`config.mk`:
```
export PLATFORM = sky130hd
export DESIGN_NAME = timed_tone_sequencer_flat
export DESIGN_NICKNAME = d
export VERILOG_FILES = /design/src/tts_pkg.sv /design/src/tts_if.sv /design/src/tts_note_rom.sv /design/src/timed_tone_sequencer.sv /design/src/flat_wrapper.sv
export SDC_FILE = /design/constraint.sdc
export NUM_CORES = 1
export LEC_CHECK = 0
export BUFFER_PORTS_ARGS = -buffer_cell sky130_fd_sc_hd__buf_2
export CORE_ASPECT_RATIO = 1.5
export CORE_UTILIZATION = 53
export CTS_CLUSTER_DIAMETER = 150
export CTS_CLUSTER_SIZE = 8
export DETAILED_ROUTE_END_ITERATION = 8
export PLACE_DENSITY = 0.76
export SLEW_MARGIN = 20
export SYNTH_ARGS = -nofsm -noshare
export SYNTH_HDL_FRONTEND = slang
export SYNTH_SLANG_ARGS = --single-unit
```
`constraint.sdc`:
```
create_clock -name clk -period 7 [get_ports clk]
set_clock_uncertainty 0.05 [all_clocks]
set_input_delay 0.35 -clock clk [delete_from_list [all_inputs] [get_ports clk]]
set_output_delay 0.35 -clock clk [all_outputs]
set_load 0.03 [all_outputs]
```
`src/tts_pkg.sv`:
```
// Shared types, melody constants and helper functions for the tone sequencer.
`timescale 1ns / 1ps
package tts_pkg;

	localparam int unsigned ROM_LEN = 49;
	localparam int unsigned POS_W = 6;
	localparam int unsigned FREQ_W = 10;
	localparam int unsigned DUR_W = 11;
	localparam int unsigned GAP_W = 6;
	localparam int unsigned TIME_W = 32;
	localparam logic [TIME_W-1:0] AUTO_PLAY_RESET = 32'd5000;

	localparam logic [FREQ_W-1:0] HZ_A4 = 10'd440;
	localparam logic [FREQ_W-1:0] HZ_B4 = 10'd494;
	localparam logic [FREQ_W-1:0] HZ_C5 = 10'd523;
	localparam logic [FREQ_W-1:0] HZ_D5 = 10'd587;
	localparam logic [FREQ_W-1:0] HZ_E5 = 10'd659;
	localparam logic [FREQ_W-1:0] HZ_FS5 = 10'd740;
	localparam logic [FREQ_W-1:0] HZ_G5 = 10'd784;

	localparam logic [DUR_W-1:0] LEN_EIGHTH = 11'd285;
	localparam logic [DUR_W-1:0] LEN_DOTTED = 11'd441;
	localparam logic [DUR_W-1:0] LEN_SIXTEENTH = 11'd129;
	localparam logic [DUR_W-1:0] LEN_QUARTER = 11'd590;
	localparam logic [DUR_W-1:0] LEN_HALF = 11'd1190;
	localparam logic [DUR_W-1:0] LEN_FINAL = 11'd1222;
	localparam logic [DUR_W-1:0] LEN_REST = 11'd312;

	localparam logic [GAP_W-1:0] GAP_SHORT = 6'd27;
	localparam logic [GAP_W-1:0] GAP_QUARTER = 6'd34;
	localparam logic [GAP_W-1:0] GAP_LONG = 6'd58;
	localparam logic [GAP_W-1:0] GAP_NONE = 6'd0;

	typedef struct packed {
		logic [FREQ_W-1:0] hz;
		logic [DUR_W-1:0] len;
		logic [GAP_W-1:0] gap;
	} note_entry_t;

	localparam note_entry_t NOTE_EMPTY = '{hz: '0, len: '0, gap: '0};

	function automatic note_entry_t mk_note(input logic [FREQ_W-1:0] hz,
			input logic [DUR_W-1:0] len, input logic [GAP_W-1:0] gap);
		note_entry_t e;
		e.hz = hz;
		e.len = len;
		e.gap = gap;
		return e;
	endfunction

	function automatic note_entry_t eighth(input logic [FREQ_W-1:0] hz);
		return mk_note(hz, LEN_EIGHTH, GAP_SHORT);
	endfunction

	function automatic note_entry_t dotted(input logic [FREQ_W-1:0] hz);
		return mk_note(hz, LEN_DOTTED, GAP_SHORT);
	endfunction

	function automatic note_entry_t sixteenth(input logic [FREQ_W-1:0] hz);
		return mk_note(hz, LEN_SIXTEENTH, GAP_SHORT);
	endfunction

	function automatic note_entry_t quarter(input logic [FREQ_W-1:0] hz);
		return mk_note(hz, LEN_QUARTER, GAP_QUARTER);
	endfunction

	function automatic note_entry_t half(input logic [FREQ_W-1:0] hz);
		return mk_note(hz, LEN_HALF, GAP_LONG);
	endfunction

	function automatic note_entry_t final_half(input logic [FREQ_W-1:0] hz);
		return mk_note(hz, LEN_FINAL, GAP_LONG);
	endfunction

	function automatic note_entry_t rest_note();
		return mk_note('0, LEN_REST, GAP_NONE);
	endfunction

	// time t is reached when the wrapped difference now - t is not negative
	function automatic logic time_reached(input logic [TIME_W-1:0] now,
			input logic [TIME_W-1:0] t);
		logic [TIME_W-1:0] diff;
		diff = now - t;
		return ~diff[TIME_W-1];
	endfunction

endpackage

```
`src/tts_if.sv`:
```
// Tick and tone-command stream interfaces with valid/ready transfer.
`timescale 1ns / 1ps
interface tts_tick_if;
	logic valid;
	logic ready;
	logic [tts_pkg::TIME_W-1:0] now_ms;
	logic play_request;

	modport source (output valid, output now_ms, output play_request, input ready);
	modport sink (input valid, input now_ms, input play_request, output ready);
endinterface

interface tts_cmd_if;
	logic valid;
	logic ready;
	logic stop_tone;
	logic start_tone;
	logic [tts_pkg::FREQ_W-1:0] tone_freq_hz;
	logic [tts_pkg::DUR_W-1:0] tone_duration_ms;
	logic is_playing;

	modport source (output valid, output stop_tone, output start_tone,
		output tone_freq_hz, output tone_duration_ms, output is_playing, input ready);
	modport sink (input valid, input stop_tone, input start_tone,
		input tone_freq_hz, input tone_duration_ms, input is_playing, output ready);
endinterface

```
`src/tts_note_rom.sv`:
```
// Melody ROM: note frequency, length and gap for each position.
`timescale 1ns / 1ps
module tts_note_rom (
	input logic [tts_pkg::POS_W-1:0] pos,
	output tts_pkg::note_entry_t entry
);

	always_comb begin
		case (pos)
			6'd0: entry = tts_pkg::eighth(tts_pkg::HZ_A4);
			6'd1: entry = tts_pkg::eighth(tts_pkg::HZ_E5);
			6'd2: entry = tts_pkg::eighth(tts_pkg::HZ_E5);
			6'd3: entry = tts_pkg::eighth(tts_pkg::HZ_E5);
			6'd4: entry = tts_pkg::quarter(tts_pkg::HZ_E5);
			6'd5: entry = tts_pkg::rest_note();
			6'd6: entry = tts_pkg::eighth(tts_pkg::HZ_D5);
			6'd7: entry = tts_pkg::dotted(tts_pkg::HZ_C5);
			6'd8: entry = tts_pkg::sixteenth(tts_pkg::HZ_D5);
			6'd9: entry = tts_pkg::eighth(tts_pkg::HZ_C5);
			6'd10: entry = tts_pkg::eighth(tts_pkg::HZ_B4);
			6'd11: entry = tts_pkg::half(tts_pkg::HZ_A4);
			6'd12: entry = tts_pkg::eighth(tts_pkg::HZ_A4);
			6'd13: entry = tts_pkg::eighth(tts_pkg::HZ_A4);
			6'd14: entry = tts_pkg::eighth(tts_pkg::HZ_A4);
			6'd15: entry = tts_pkg::eighth(tts_pkg::HZ_A4);
			6'd16: entry = tts_pkg::quarter(tts_pkg::HZ_A4);
			6'd17: entry = tts_pkg::rest_note();
			6'd18: entry = tts_pkg::eighth(tts_pkg::HZ_G5);
			6'd19: entry = tts_pkg::eighth(tts_pkg::HZ_E5);
			6'd20: entry = tts_pkg::eighth(tts_pkg::HZ_G5);
			6'd21: entry = tts_pkg::eighth(tts_pkg::HZ_G5);
			6'd22: entry = tts_pkg::eighth(tts_pkg::HZ_FS5);
			6'd23: entry = tts_pkg::half(tts_pkg::HZ_E5);
			6'd24: entry = tts_pkg::eighth(tts_pkg::HZ_E5);
			6'd25: entry = tts_pkg::eighth(tts_pkg::HZ_A4);
			6'd26: entry = tts_pkg::eighth(tts_pkg::HZ_A4);
			6'd27: entry = tts_pkg::eighth(tts_pkg::HZ_G5);
			6'd28: entry = tts_pkg::quarter(tts_pkg::HZ_E5);
			6'd29: entry = tts_pkg::rest_note();
			6'd30: entry = tts_pkg::eighth(tts_pkg::HZ_D5);
			6'd31: entry = tts_pkg::dotted(tts_pkg::HZ_C5);
			6'd32: entry = tts_pkg::sixteenth(tts_pkg::HZ_D5);
			6'd33: entry = tts_pkg::eighth(tts_pkg::HZ_C5);
			6'd34: entry = tts_pkg::eighth(tts_pkg::HZ_B4);
			6'd35: entry = tts_pkg::quarter(tts_pkg::HZ_A4);
			6'd36: entry = tts_pkg::quarter(tts_pkg::HZ_E5);
			6'd37: entry = tts_pkg::eighth(tts_pkg::HZ_E5);
			6'd38: entry = tts_pkg::eighth(tts_pkg::HZ_C5);
			6'd39: entry = tts_pkg::eighth(tts_pkg::HZ_C5);
			6'd40: entry = tts_pkg::eighth(tts_pkg::HZ_B4);
			6'd41: entry = tts_pkg::quarter(tts_pkg::HZ_A4);
			6'd42: entry = tts_pkg::rest_note();
			6'd43: entry = tts_pkg::eighth(tts_pkg::HZ_E5);
			6'd44: entry = tts_pkg::dotted(tts_pkg::HZ_D5);
			6'd45: entry = tts_pkg::sixteenth(tts_pkg::HZ_C5);
			6'd46: entry = tts_pkg::eighth(tts_pkg::HZ_B4);
			6'd47: entry = tts_pkg::eighth(tts_pkg::HZ_G5);
			6'd48: entry = tts_pkg::final_half(tts_pkg::HZ_A4);
			default: entry = tts_pkg::NOTE_EMPTY;
		endcase
	end

endmodule

```
`src/timed_tone_sequencer.sv`:
```
// Top level of the timed tone sequencer: schedule state, note ROM and command register.
`timescale 1ns / 1ps
// Usage:
//   tick  - input stream; each transfer carries now_ms and play_request and yields
//           exactly one command on cmd.
//   cmd   - output stream with stop_tone, start_tone, tone_freq_hz, tone_duration_ms
//           and is_playing. When both are set, stop comes before start.
//   cfg_we / cfg_wdata - write auto_play_at_ms; write only while the block is idle.
// Each tick's command is registered and appears on cmd in the cycle after its transfer.
// Throughput: one tick per cycle unless cmd stalls; state update, one ROM read and
//   the 32-bit length-plus-gap add are done in a single step into the command register.
// tick.ready is high while the command register is empty or is being drained
//   in the same cycle, so a stalled receiver holds the command and stalls tick
//   after one buffered command.
// Reset (arst_n low): the command register empties, playback stops, the note
//   position and schedule clear, the auto-play flag clears and auto_play_at_ms
//   returns to 5000.
module timed_tone_sequencer #(
	parameter int unsigned NOTE_COUNT = 49
) (
	input logic clk,
	input logic arst_n,
	tts_tick_if.sink tick,
	tts_cmd_if.source cmd,
	input logic cfg_we,
	input logic [tts_pkg::TIME_W-1:0] cfg_wdata
);

	localparam logic [tts_pkg::POS_W-1:0] LAST_POS = tts_pkg::POS_W'(NOTE_COUNT);

	logic [tts_pkg::TIME_W-1:0] auto_at_q;
	logic [tts_pkg::POS_W-1:0] pos_q;
	logic [tts_pkg::TIME_W-1:0] next_time_q;
	logic playing_q;
	logic auto_done_q;

	logic cmd_valid_q;
	logic stop_q;
	logic start_q;
	logic [tts_pkg::FREQ_W-1:0] freq_q;
	logic [tts_pkg::DUR_W-1:0] dur_q;
	logic is_playing_q;

	logic accept;
	logic restart;
	logic [tts_pkg::POS_W-1:0] pos_eff;
	logic [tts_pkg::TIME_W-1:0] time_eff;
	logic playing_eff;
	logic due;
	logic at_end;
	logic is_rest;
	tts_pkg::note_entry_t entry;

	logic [tts_pkg::POS_W-1:0] pos_d;
	logic [tts_pkg::TIME_W-1:0] time_d;
	logic playing_d;
	logic stop_d;
	logic start_d;
	logic [tts_pkg::FREQ_W-1:0] freq_d;
	logic [tts_pkg::DUR_W-1:0] dur_d;

	assign tick.ready = ~cmd_valid_q | cmd.ready;
	assign accept = tick.valid & tick.ready;

	assign restart = tick.play_request |
		(~auto_done_q & tts_pkg::time_reached(tick.now_ms, auto_at_q));
	assign pos_eff = restart ? '0 : pos_q;
	assign time_eff = restart ? tick.now_ms : next_time_q;
	assign playing_eff = restart | playing_q;
	assign due = playing_eff & tts_pkg::time_reached(tick.now_ms, time_eff);
	assign at_end = pos_eff >= LAST_POS;

	tts_note_rom u_rom (
		.pos (pos_eff),
		.entry (entry)
	);

	assign is_rest = (entry.hz == '0) | (entry.len == '0);

	always_comb begin
		pos_d = pos_eff;
		time_d = time_eff;
		playing_d = playing_eff;
		stop_d = restart;
		start_d = 1'b0;
		freq_d = '0;
		dur_d = '0;
		if (due) begin
			if (at_end) begin
				playing_d = 1'b0;
				stop_d = 1'b1;
			end else begin
				pos_d = pos_eff + 1'b1;
				time_d = time_eff + tts_pkg::TIME_W'(entry.len) + tts_pkg::TIME_W'(entry.gap);
				if (is_rest) begin
					stop_d = 1'b1;
				end else begin
					start_d = 1'b1;
					freq_d = entry.hz;
					dur_d = entry.len;
				end
			end
		end
	end

	always_ff @(posedge clk or negedge arst_n) begin
		if (!arst_n) begin
			auto_at_q <= tts_pkg::AUTO_PLAY_RESET;
		end else if (cfg_we) begin
			auto_at_q <= cfg_wdata;
		end
	end

	always_ff @(posedge clk or negedge arst_n) begin
		if (!arst_n) begin
			pos_q <= '0;
			next_time_q <= '0;
			playing_q <= 1'b0;
			auto_done_q <= 1'b0;
		end else if (accept) begin
			pos_q <= pos_d;
			next_time_q <= time_d;
			playing_q <= playing_d;
			auto_done_q <= auto_done_q | restart;
		end
	end

	// hold the command until the receiver takes it
	always_ff @(posedge clk or negedge arst_n) begin
		if (!arst_n) begin
			cmd_valid_q <= 1'b0;
		end else if (tick.ready) begin
			cmd_valid_q <= tick.valid;
		end
	end

	always_ff @(posedge clk) begin
		if (accept) begin
			stop_q <= stop_d;
			start_q <= start_d;
			freq_q <= freq_d;
			dur_q <= dur_d;
			is_playing_q <= playing_d;
		end
	end

	assign cmd.valid = cmd_valid_q;
	assign cmd.stop_tone = stop_q;
	assign cmd.start_tone = start_q;
	assign cmd.tone_freq_hz = freq_q;
	assign cmd.tone_duration_ms = dur_q;
	assign cmd.is_playing = is_playing_q;

`ifndef SYNTHESIS
	a_start_while_playing: assert property (@(posedge clk) disable iff (!arst_n)
		cmd.valid && cmd.start_tone |-> cmd.is_playing)
		else $error("start_tone without is_playing");

	a_start_payload: assert property (@(posedge clk) disable iff (!arst_n)
		cmd.valid && cmd.start_tone |-> cmd.tone_freq_hz != '0 && cmd.tone_duration_ms != '0)
		else $error("start_tone with empty note");

	a_idle_payload: assert property (@(posedge clk) disable iff (!arst_n)
		cmd.valid && !cmd.start_tone |-> cmd.tone_freq_hz == '0 && cmd.tone_duration_ms == '0)
		else $error("note fields set without start_tone");

	a_request_plays: assert property (@(posedge clk) disable iff (!arst_n)
		accept && tick.play_request |=> playing_q && auto_done_q && cmd.stop_tone)
		else $error("play request did not restart playback");

	a_end_stops: assert property (@(posedge clk) disable iff (!arst_n)
		$fell(playing_q) |-> cmd.valid && cmd.stop_tone && !cmd.is_playing)
		else $error("playback ended without stop");
`endif

endmodule

```
`src/flat_wrapper.sv`:
```
// flat-port wrapper written by rule: the top's interface ports become plain ports
module timed_tone_sequencer_flat 
#(
	parameter int unsigned NOTE_COUNT = 49
)
  (clk, arst_n, cfg_we, cfg_wdata, tick_valid, tick_now_ms, tick_play_request, tick_ready, cmd_valid, cmd_stop_tone, cmd_start_tone, cmd_tone_freq_hz, cmd_tone_duration_ms, cmd_is_playing, cmd_ready);
  tts_tick_if tick_i ();
  tts_cmd_if cmd_i ();
  input logic clk;
  input logic arst_n;
  input logic cfg_we;
  input logic [tts_pkg::TIME_W-1:0] cfg_wdata;
  input wire logic [$bits(tick_i.valid)-1:0] tick_valid;
  input wire logic [$bits(tick_i.now_ms)-1:0] tick_now_ms;
  input wire logic [$bits(tick_i.play_request)-1:0] tick_play_request;
  output wire logic [$bits(tick_i.ready)-1:0] tick_ready;
  output wire logic [$bits(cmd_i.valid)-1:0] cmd_valid;
  output wire logic [$bits(cmd_i.stop_tone)-1:0] cmd_stop_tone;
  output wire logic [$bits(cmd_i.start_tone)-1:0] cmd_start_tone;
  output wire logic [$bits(cmd_i.tone_freq_hz)-1:0] cmd_tone_freq_hz;
  output wire logic [$bits(cmd_i.tone_duration_ms)-1:0] cmd_tone_duration_ms;
  output wire logic [$bits(cmd_i.is_playing)-1:0] cmd_is_playing;
  input wire logic [$bits(cmd_i.ready)-1:0] cmd_ready;
  assign tick_i.valid = tick_valid;
  assign tick_i.now_ms = tick_now_ms;
  assign tick_i.play_request = tick_play_request;
  assign tick_ready = tick_i.ready;
  assign cmd_valid = cmd_i.valid;
  assign cmd_stop_tone = cmd_i.stop_tone;
  assign cmd_start_tone = cmd_i.start_tone;
  assign cmd_tone_freq_hz = cmd_i.tone_freq_hz;
  assign cmd_tone_duration_ms = cmd_i.tone_duration_ms;
  assign cmd_is_playing = cmd_i.is_playing;
  assign cmd_i.ready = cmd_ready;
  timed_tone_sequencer #(.NOTE_COUNT(NOTE_COUNT)) u_core (.clk(clk), .arst_n(arst_n), .tick(tick_i), .cmd(cmd_i), .cfg_we(cfg_we), .cfg_wdata(cfg_wdata));
endmodule
```
==> impl_metrics.tcl, run 1 <==
set metrics [dict create \
    path_common_cell "nand2_1" \
    grt_overflow 0 \
    r2r_cells 31 \
    syn-instance-count 1004 \
    rows 55 \
    drive_gt1_share_pct 17.6 \
    area_delta_synth_final_pct 14.4 \
    ys_seq_area_share_pct 30.6 \
    synth_nets 1168 \
    clkTransAtPathRegs_ps 70 \
    grt_max_degree 74 \
    path_class "register to register" \
    multi_input_area_sq_um 5330 \
    die_x_um 104 \
    syn_area_sq_um 8260 \
    design.core.area_sq_um 15100 \
    io_buffers 95 \
    async_reset_ff_share_pct 76.0 \
    diodes 0 \
    power_leakage_nw 4.33 \
    power.density_nw_per_um2 240 \
    slew_headroom_pct 37.4 \
    drc 0 \
    reg2reg_slack_ps 430 \
    hold_class "primary input to asynchronous set/reset pin" \
    antenna_found_initial 0 \
    min_period_ps 6570 \
    die_h_um 155 \
    dr.pass1.iters 5 \
    vias_per_cell 6.04 \
    grtUsageTotal_pct 29.5 \
    regArea_sq_um 2520 \
    worstMarginPinSlew_ps 939 \
    critPathSlowestCell "dfstp_2" \
    cpPeakStageDelay_ps 520 \
    avgSynthCellArea_sq_um 8.23 \
    initial_utilization_pct 54.6 \
    routed_wl_mm 22.9 \
    cap_violations 0 \
    yosysWarnings 0 \
    cts_buffer_depth 2 \
    ioPinCount 96 \
    insertion_delay_ps 360 \
    arrival_ps 6800 \
    period_share_pct 93.9 \
    path_max_fanout 5 \
    r2r_end "u_core.next_time_q[28]" \
    grt_first_pass_wirelength_mm 37.7 \
    crit_path_end_kind "register" \
    slew_violations 0 \
    nFillCells 1370 \
    worstPathRequired_ps 7220 \
    routabilityCongestion 0.998 \
    critPathLaunchType "register" \
    status "finished, final reports clean" \
    setup_viol 0 \
    mostFrequentLayoutCell "nand2_1" \
    ys.flop_type "dfrtp_1" \
    fp.dieArea_sq_um 16100 \
    grt_setup_unrepaired "no" \
    via_count 7861 \
    ant_nets 0 \
    synth_cell_type_count 78 \
    nets 1261 \
    cts_max_level 3 \
    synth_edf_count 23 \
    numCtsBuffers 9 \
    avgRoutedWirePerCell_um 17.6 \
    drtIter0Drc 510 \
    grt_pass1_vias 7732 \
    layout_common_cells "nand2_1, o21ai_0, buf_2" \
    post-dp-hpwl_mm 17.6 \
    worst_ir_drop_vdd_mv 0.132 \
    fmax_mhz 152 \
    yosys_register_bits 96 \
    hold_ws_ps 80.7 \
    tns_ps 0 \
    cts_sinks 96 \
    cts-root-buf "clkbuf_16" \
    cts_hold_buffers 0 \
    hold_viol_final 0 \
    reg2reg_from "u_core.auto_at_q[3]" \
    cts_tree "done" \
]
power breakdown:
part | total (mW) | internal [mW] | switching (mW)
Sequential | 0.752 | 0.678 | 0.0743
Clock | 0.508 | 0.280 | 0.228
Combinational | 1.01 | 0.410 | 0.601
sequential cells by signal (all words and copies together) (netlist names):
register                     cells
u_core.auto_at_q                32
u_core.cmd.valid                 1
u_core.next_time_q              32
u_core.auto_done_q               1
u_core.cmd.tone_duration_ms     10
u_core.pos_q                     6
u_core.playing_q                 1
u_core.cmd.stop_tone             1
u_core.cmd.tone_freq_hz         10
u_core.cmd.start_tone            1
u_core.cmd.is_playing            1
final cells by class:
type	instances	share of cell area, %
Multi-Input combinational cell	790	56.4
Sequential cell	96	26.7
Timing Repair Buffer	139	8.68
Tap cell	199	2.63
Inverter	61	2.46
Clock buffer	10	2.42
Clock inverter	6	0.702
synth_stat cells (4+ instances only):
| library cell | number | area share (%) |
|---|---|---|
| inv_1 | 60 | 2.7 |
| o21ai_0 | 106 | 6.4 |
| nand2_1 | 142 | 6.5 |
| nand3_1 | 29 | 1.8 |
| o211ai_1 | 4 | 0.36 |
| nand2b_1 | 14 | 1.1 |
| nor3_1 | 13 | 0.79 |
| xnor2_1 | 24 | 2.5 |
| mux2_2 | 6 | 0.82 |
| buf_2 | 10 | 0.61 |
| buf_1 | 5 | 0.23 |
| and4_1 | 6 | 0.64 |
| dfstp_2 | 5 | 1.6 |
| a21o_1 | 12 | 1.1 |
| and3_1 | 10 | 0.76 |
| and2_1 | 8 | 0.61 |
| dfrtp_1 | 68 | 21 |
| a211oi_1 | 11 | 1.0 |
| or2_2 | 4 | 0.30 |
| nor3b_1 | 6 | 0.55 |
| xor2_1 | 12 | 1.3 |
| clkbuf_1 | 40 | 1.8 |
| o21bai_1 | 5 | 0.45 |
| nor2b_1 | 13 | 0.98 |
| edfxtp_1 | 23 | 8.4 |
| nand4_1 | 10 | 0.76 |
| a221o_1 | 5 | 0.61 |
| mux2i_1 | 35 | 4.2 |
| nor2_1 | 64 | 2.9 |
| a21oi_1 | 73 | 4.4 |
| a31oi_1 | 18 | 1.4 |
| ha_1 | 92 | 14 |
worst max path at each step:
stage	end	cells past startpoint	from	slack, ps
finish	u_core.next_time_q[28]	31	u_core.auto_at_q[3]	430
global route	u_core.next_time_q[31]	30	u_core.auto_at_q[3]	20
CTS	u_core.next_time_q[31]	29	u_core.auto_at_q[3]	110
detailed placement	u_core.next_time_q[31]	28	tick_now_ms[16]	50
global placement	u_core.next_time_q[31]	28	tick_now_ms[16]	170
floorplan	u_core.next_time_q[22]	35	tick_now_ms[16]	70
kinds of logic after synthesis:
group | share of synthesized area, %
xor gates and xnor gates | 3.82
AOI/OAI and AO/OA | 20.6
DFF | 30.6
buffers and inverters | 5.65
muxes | 5.06
adders and majority gates | 14.4
and+or+nand+nor | 19.9
metrics by stage:
stage	area [sq um]	setup WS, ps	std cells	total power, mW	util (%)
2_1_floorplan	8270	69.3	1004	1.43	-
3_3_place_gp	9070	172	1282	1.72	59.9
3_5_place_dp	9070	45.0	1282	1.74	59.9
4_1_cts	9370	110	1298	2.25	61.9
5_1_grt	9450	24.7	1301	2.42	62.4
6_report	9450	425	1301	2.27	62.4
routing by layer:
layer	vias up	global-route usage [%]	wire length, um	part of all wire [%]
li1	3778	-	-	-
met1	3656	33.3	8700	38
met2	316	51.8	11500	50
met3	111	3.56	1130	5.0
met4	0	20.3	1570	6.9
met5	-	0	0	0
critical path, delay by kind of cell, from the launching register on:
| kind | cells | cell delay (ps) |
|---|---|---|
| AOI/OAI and AO/OA | 14 | 2920 |
| xor gates and xnor gates | 1 | 140 |
| adders and majority gates | 4 | 1420 |
| buffers and inverters | 3 | 450 |
| DFF | 1 | 520 |
| and+or+nand+nor | 9 | 970 |
repair_timing:
item,in CTS,in global routing
setup endpoints to repair,0,18
buffers inserted,0,3
gates resized for setup,0,10
No activity file was read; power rests on OpenSTA's default activity.
==> inputs of run 2 (changes only) <==
- ABC_CLOCK_PERIOD_IN_PS: default -> 7000
- CORE_MARGIN: default -> 5
- CTS_BUF_LIST: default -> sky130_fd_sc_hd__clkbuf_16
==> impl_metrics.tcl, run 2 (synthesized netlist as in run 1, its figures left out) <==
set metrics [dict create \
    nets 1264 \
    reg.largest.list "u_core.auto_at_q (32), u_core.next_time_q (32)" \
    final_util_pct 61.3 \
    power_leakage_nw 4.37 \
    path_class "register to register" \
    routed_wl_mm 23.2 \
    rows 56 \
    path_common_cell "a21o_1" \
    critPathSlowestCell "or4b_1" \
    worst_ir_drop_vdd_mv 0.129 \
    crit_path_end_kind "register" \
    drive_gt1_share_pct 17.9 \
    cts_buffer_depth 2 \
    clkTransAtPathRegs_ps 70 \
    avgRoutedWirePerCell_um 17.8 \
    cap_violations 0 \
    critPathLaunchType "register" \
    fp.dieArea_sq_um 18200 \
    area_delta_synth_final_pct 14.8 \
    worstPathRequired_ps 7160 \
    setup_viol 0 \
    dr.pass1.iters 5 \
    cts-root-buf "clkbuf_16" \
    arrival_ps 6760 \
    cts_sinks 96 \
    cts_tree "done" \
    design.core.area_sq_um 15500 \
    numCtsBuffers 9 \
    period_share_pct 94.3 \
    path_max_fanout 6 \
    grtUsageTotal_pct 25.6 \
    initial_utilization_pct 53.3 \
    ioPinCount 96 \
    hold_ws_ps 78.1 \
    layout_common_cells "nand2_1, o21ai_0, buf_2" \
    power.density_nw_per_um2 244 \
    min_period_ps 6600 \
    status "finished, final reports clean" \
    grt_pass1_vias 7830 \
    mostFrequentLayoutCell "nand2_1" \
    slew_headroom_pct 37.8 \
    io_buffers 95 \
    fmax_mhz 152 \
    grt_overflow 0 \
    ant_nets 0 \
    hold_class "primary input to asynchronous set/reset pin" \
    via_count 7817 \
    grt_max_degree 74 \
    diodes 0 \
    slew_violations 0 \
    drc 0 \
    vias_per_cell 5.98 \
    die_h_um 163 \
    grt_first_pass_wirelength_mm 37.8 \
    tns_ps 0 \
    cts_max_level 3 \
    drtIter0Drc 504 \
    routabilityCongestion 0.987 \
    cpPeakStageDelay_ps 560 \
    insertion_delay_ps 360 \
    post-dp-hpwl_mm 17.8 \
    worstMarginPinSlew_ps 934 \
    hold_viol_final 0 \
    die_x_um 112 \
    antenna_found_initial 0 \
    cts_hold_buffers 0 \
]
## run 2: cell count changes in the layout (fill, tap and decap cells not counted), sizes merged
cell,delta
clkbuf,-1
bufinv,+1
clkinvlp,-2
clkinv,+2
buf,+3
## run 2: power breakdown
group          total, mW  internal (mW)  leakage (nW)  switching (mW)
clock network      0.552          0.318         0.164           0.235
registers          0.753          0.678          1.10          0.0753
logic               1.01          0.414          3.10           0.598
total               2.32           1.41          4.37           0.908
## run 2: critical path: cells and delay by family (launching register included)
family / cells / cell delay [ps]
xor gates and xnor gates: 1 / 150
buffers and inverters: 1 / 70
DFF: 1 / 360
and+or+nand+nor: 8 / 1470
adders and majority gates: 4 / 1410
AOI/OAI and AO/OA: 15 / 2920
## run 2: timing repair
action	in CTS	in global routing
setup buffers	0	2
gates resized for setup	0	9
setup endpoints to repair	0	16
## run 2: final timing paths
path	startpoint	to	slack, ps	cells after the start
hold reg to reg	u_core.next_time_q[25]	u_core.next_time_q[25]	440	2
setup reg to reg	u_core.auto_at_q[16]	u_core.next_time_q[22]	400	29
setup / recovery	u_core.auto_at_q[16]	u_core.next_time_q[22]	400	29
min in group clk	cfg_wdata[19]	u_core.auto_at_q[19]	140	3
max in group asynchronous	arst_n	u_core.auto_at_q[2]	6220	1
hold / removal	arst_n	u_core.auto_at_q[28]	80	1
## run 2: cell type report
class                      instances  area, sq um
inverter                          61          229
multi-input combinational        790         5320
clock buffer                       9          225
fill                            1398         6000
timing repair buffer             142          831
tap                              203          254
sequential                        96         2520
clock inverter                     7          106
## run 2: routing by layer
layer | up-vias | routed length (um) | track usage (%)
met5 | - | 0 | 0
met4 | 0 | 1470 | 16.7
met3 | 107 | 1310 | 3.49
met2 | 299 | 11700 | 46.0
met1 | 3631 | 8790 | 28.0
li1 | 3780 | - | -
## run 2: through the flow
step | total power [mW] | std cells | worst slack, ps | instance area [sq um]
floorplan | 1.43 | 1004 | 69.3 | 8270
global placement | 1.73 | 1290 | 299 | 9110
detailed placement | 1.74 | 1290 | 134 | 9110
CTS | 2.30 | 1306 | 219 | 9440
global route | 2.47 | 1308 | -9.61 | 9490
finish | 2.32 | 1308 | 401 | 9490
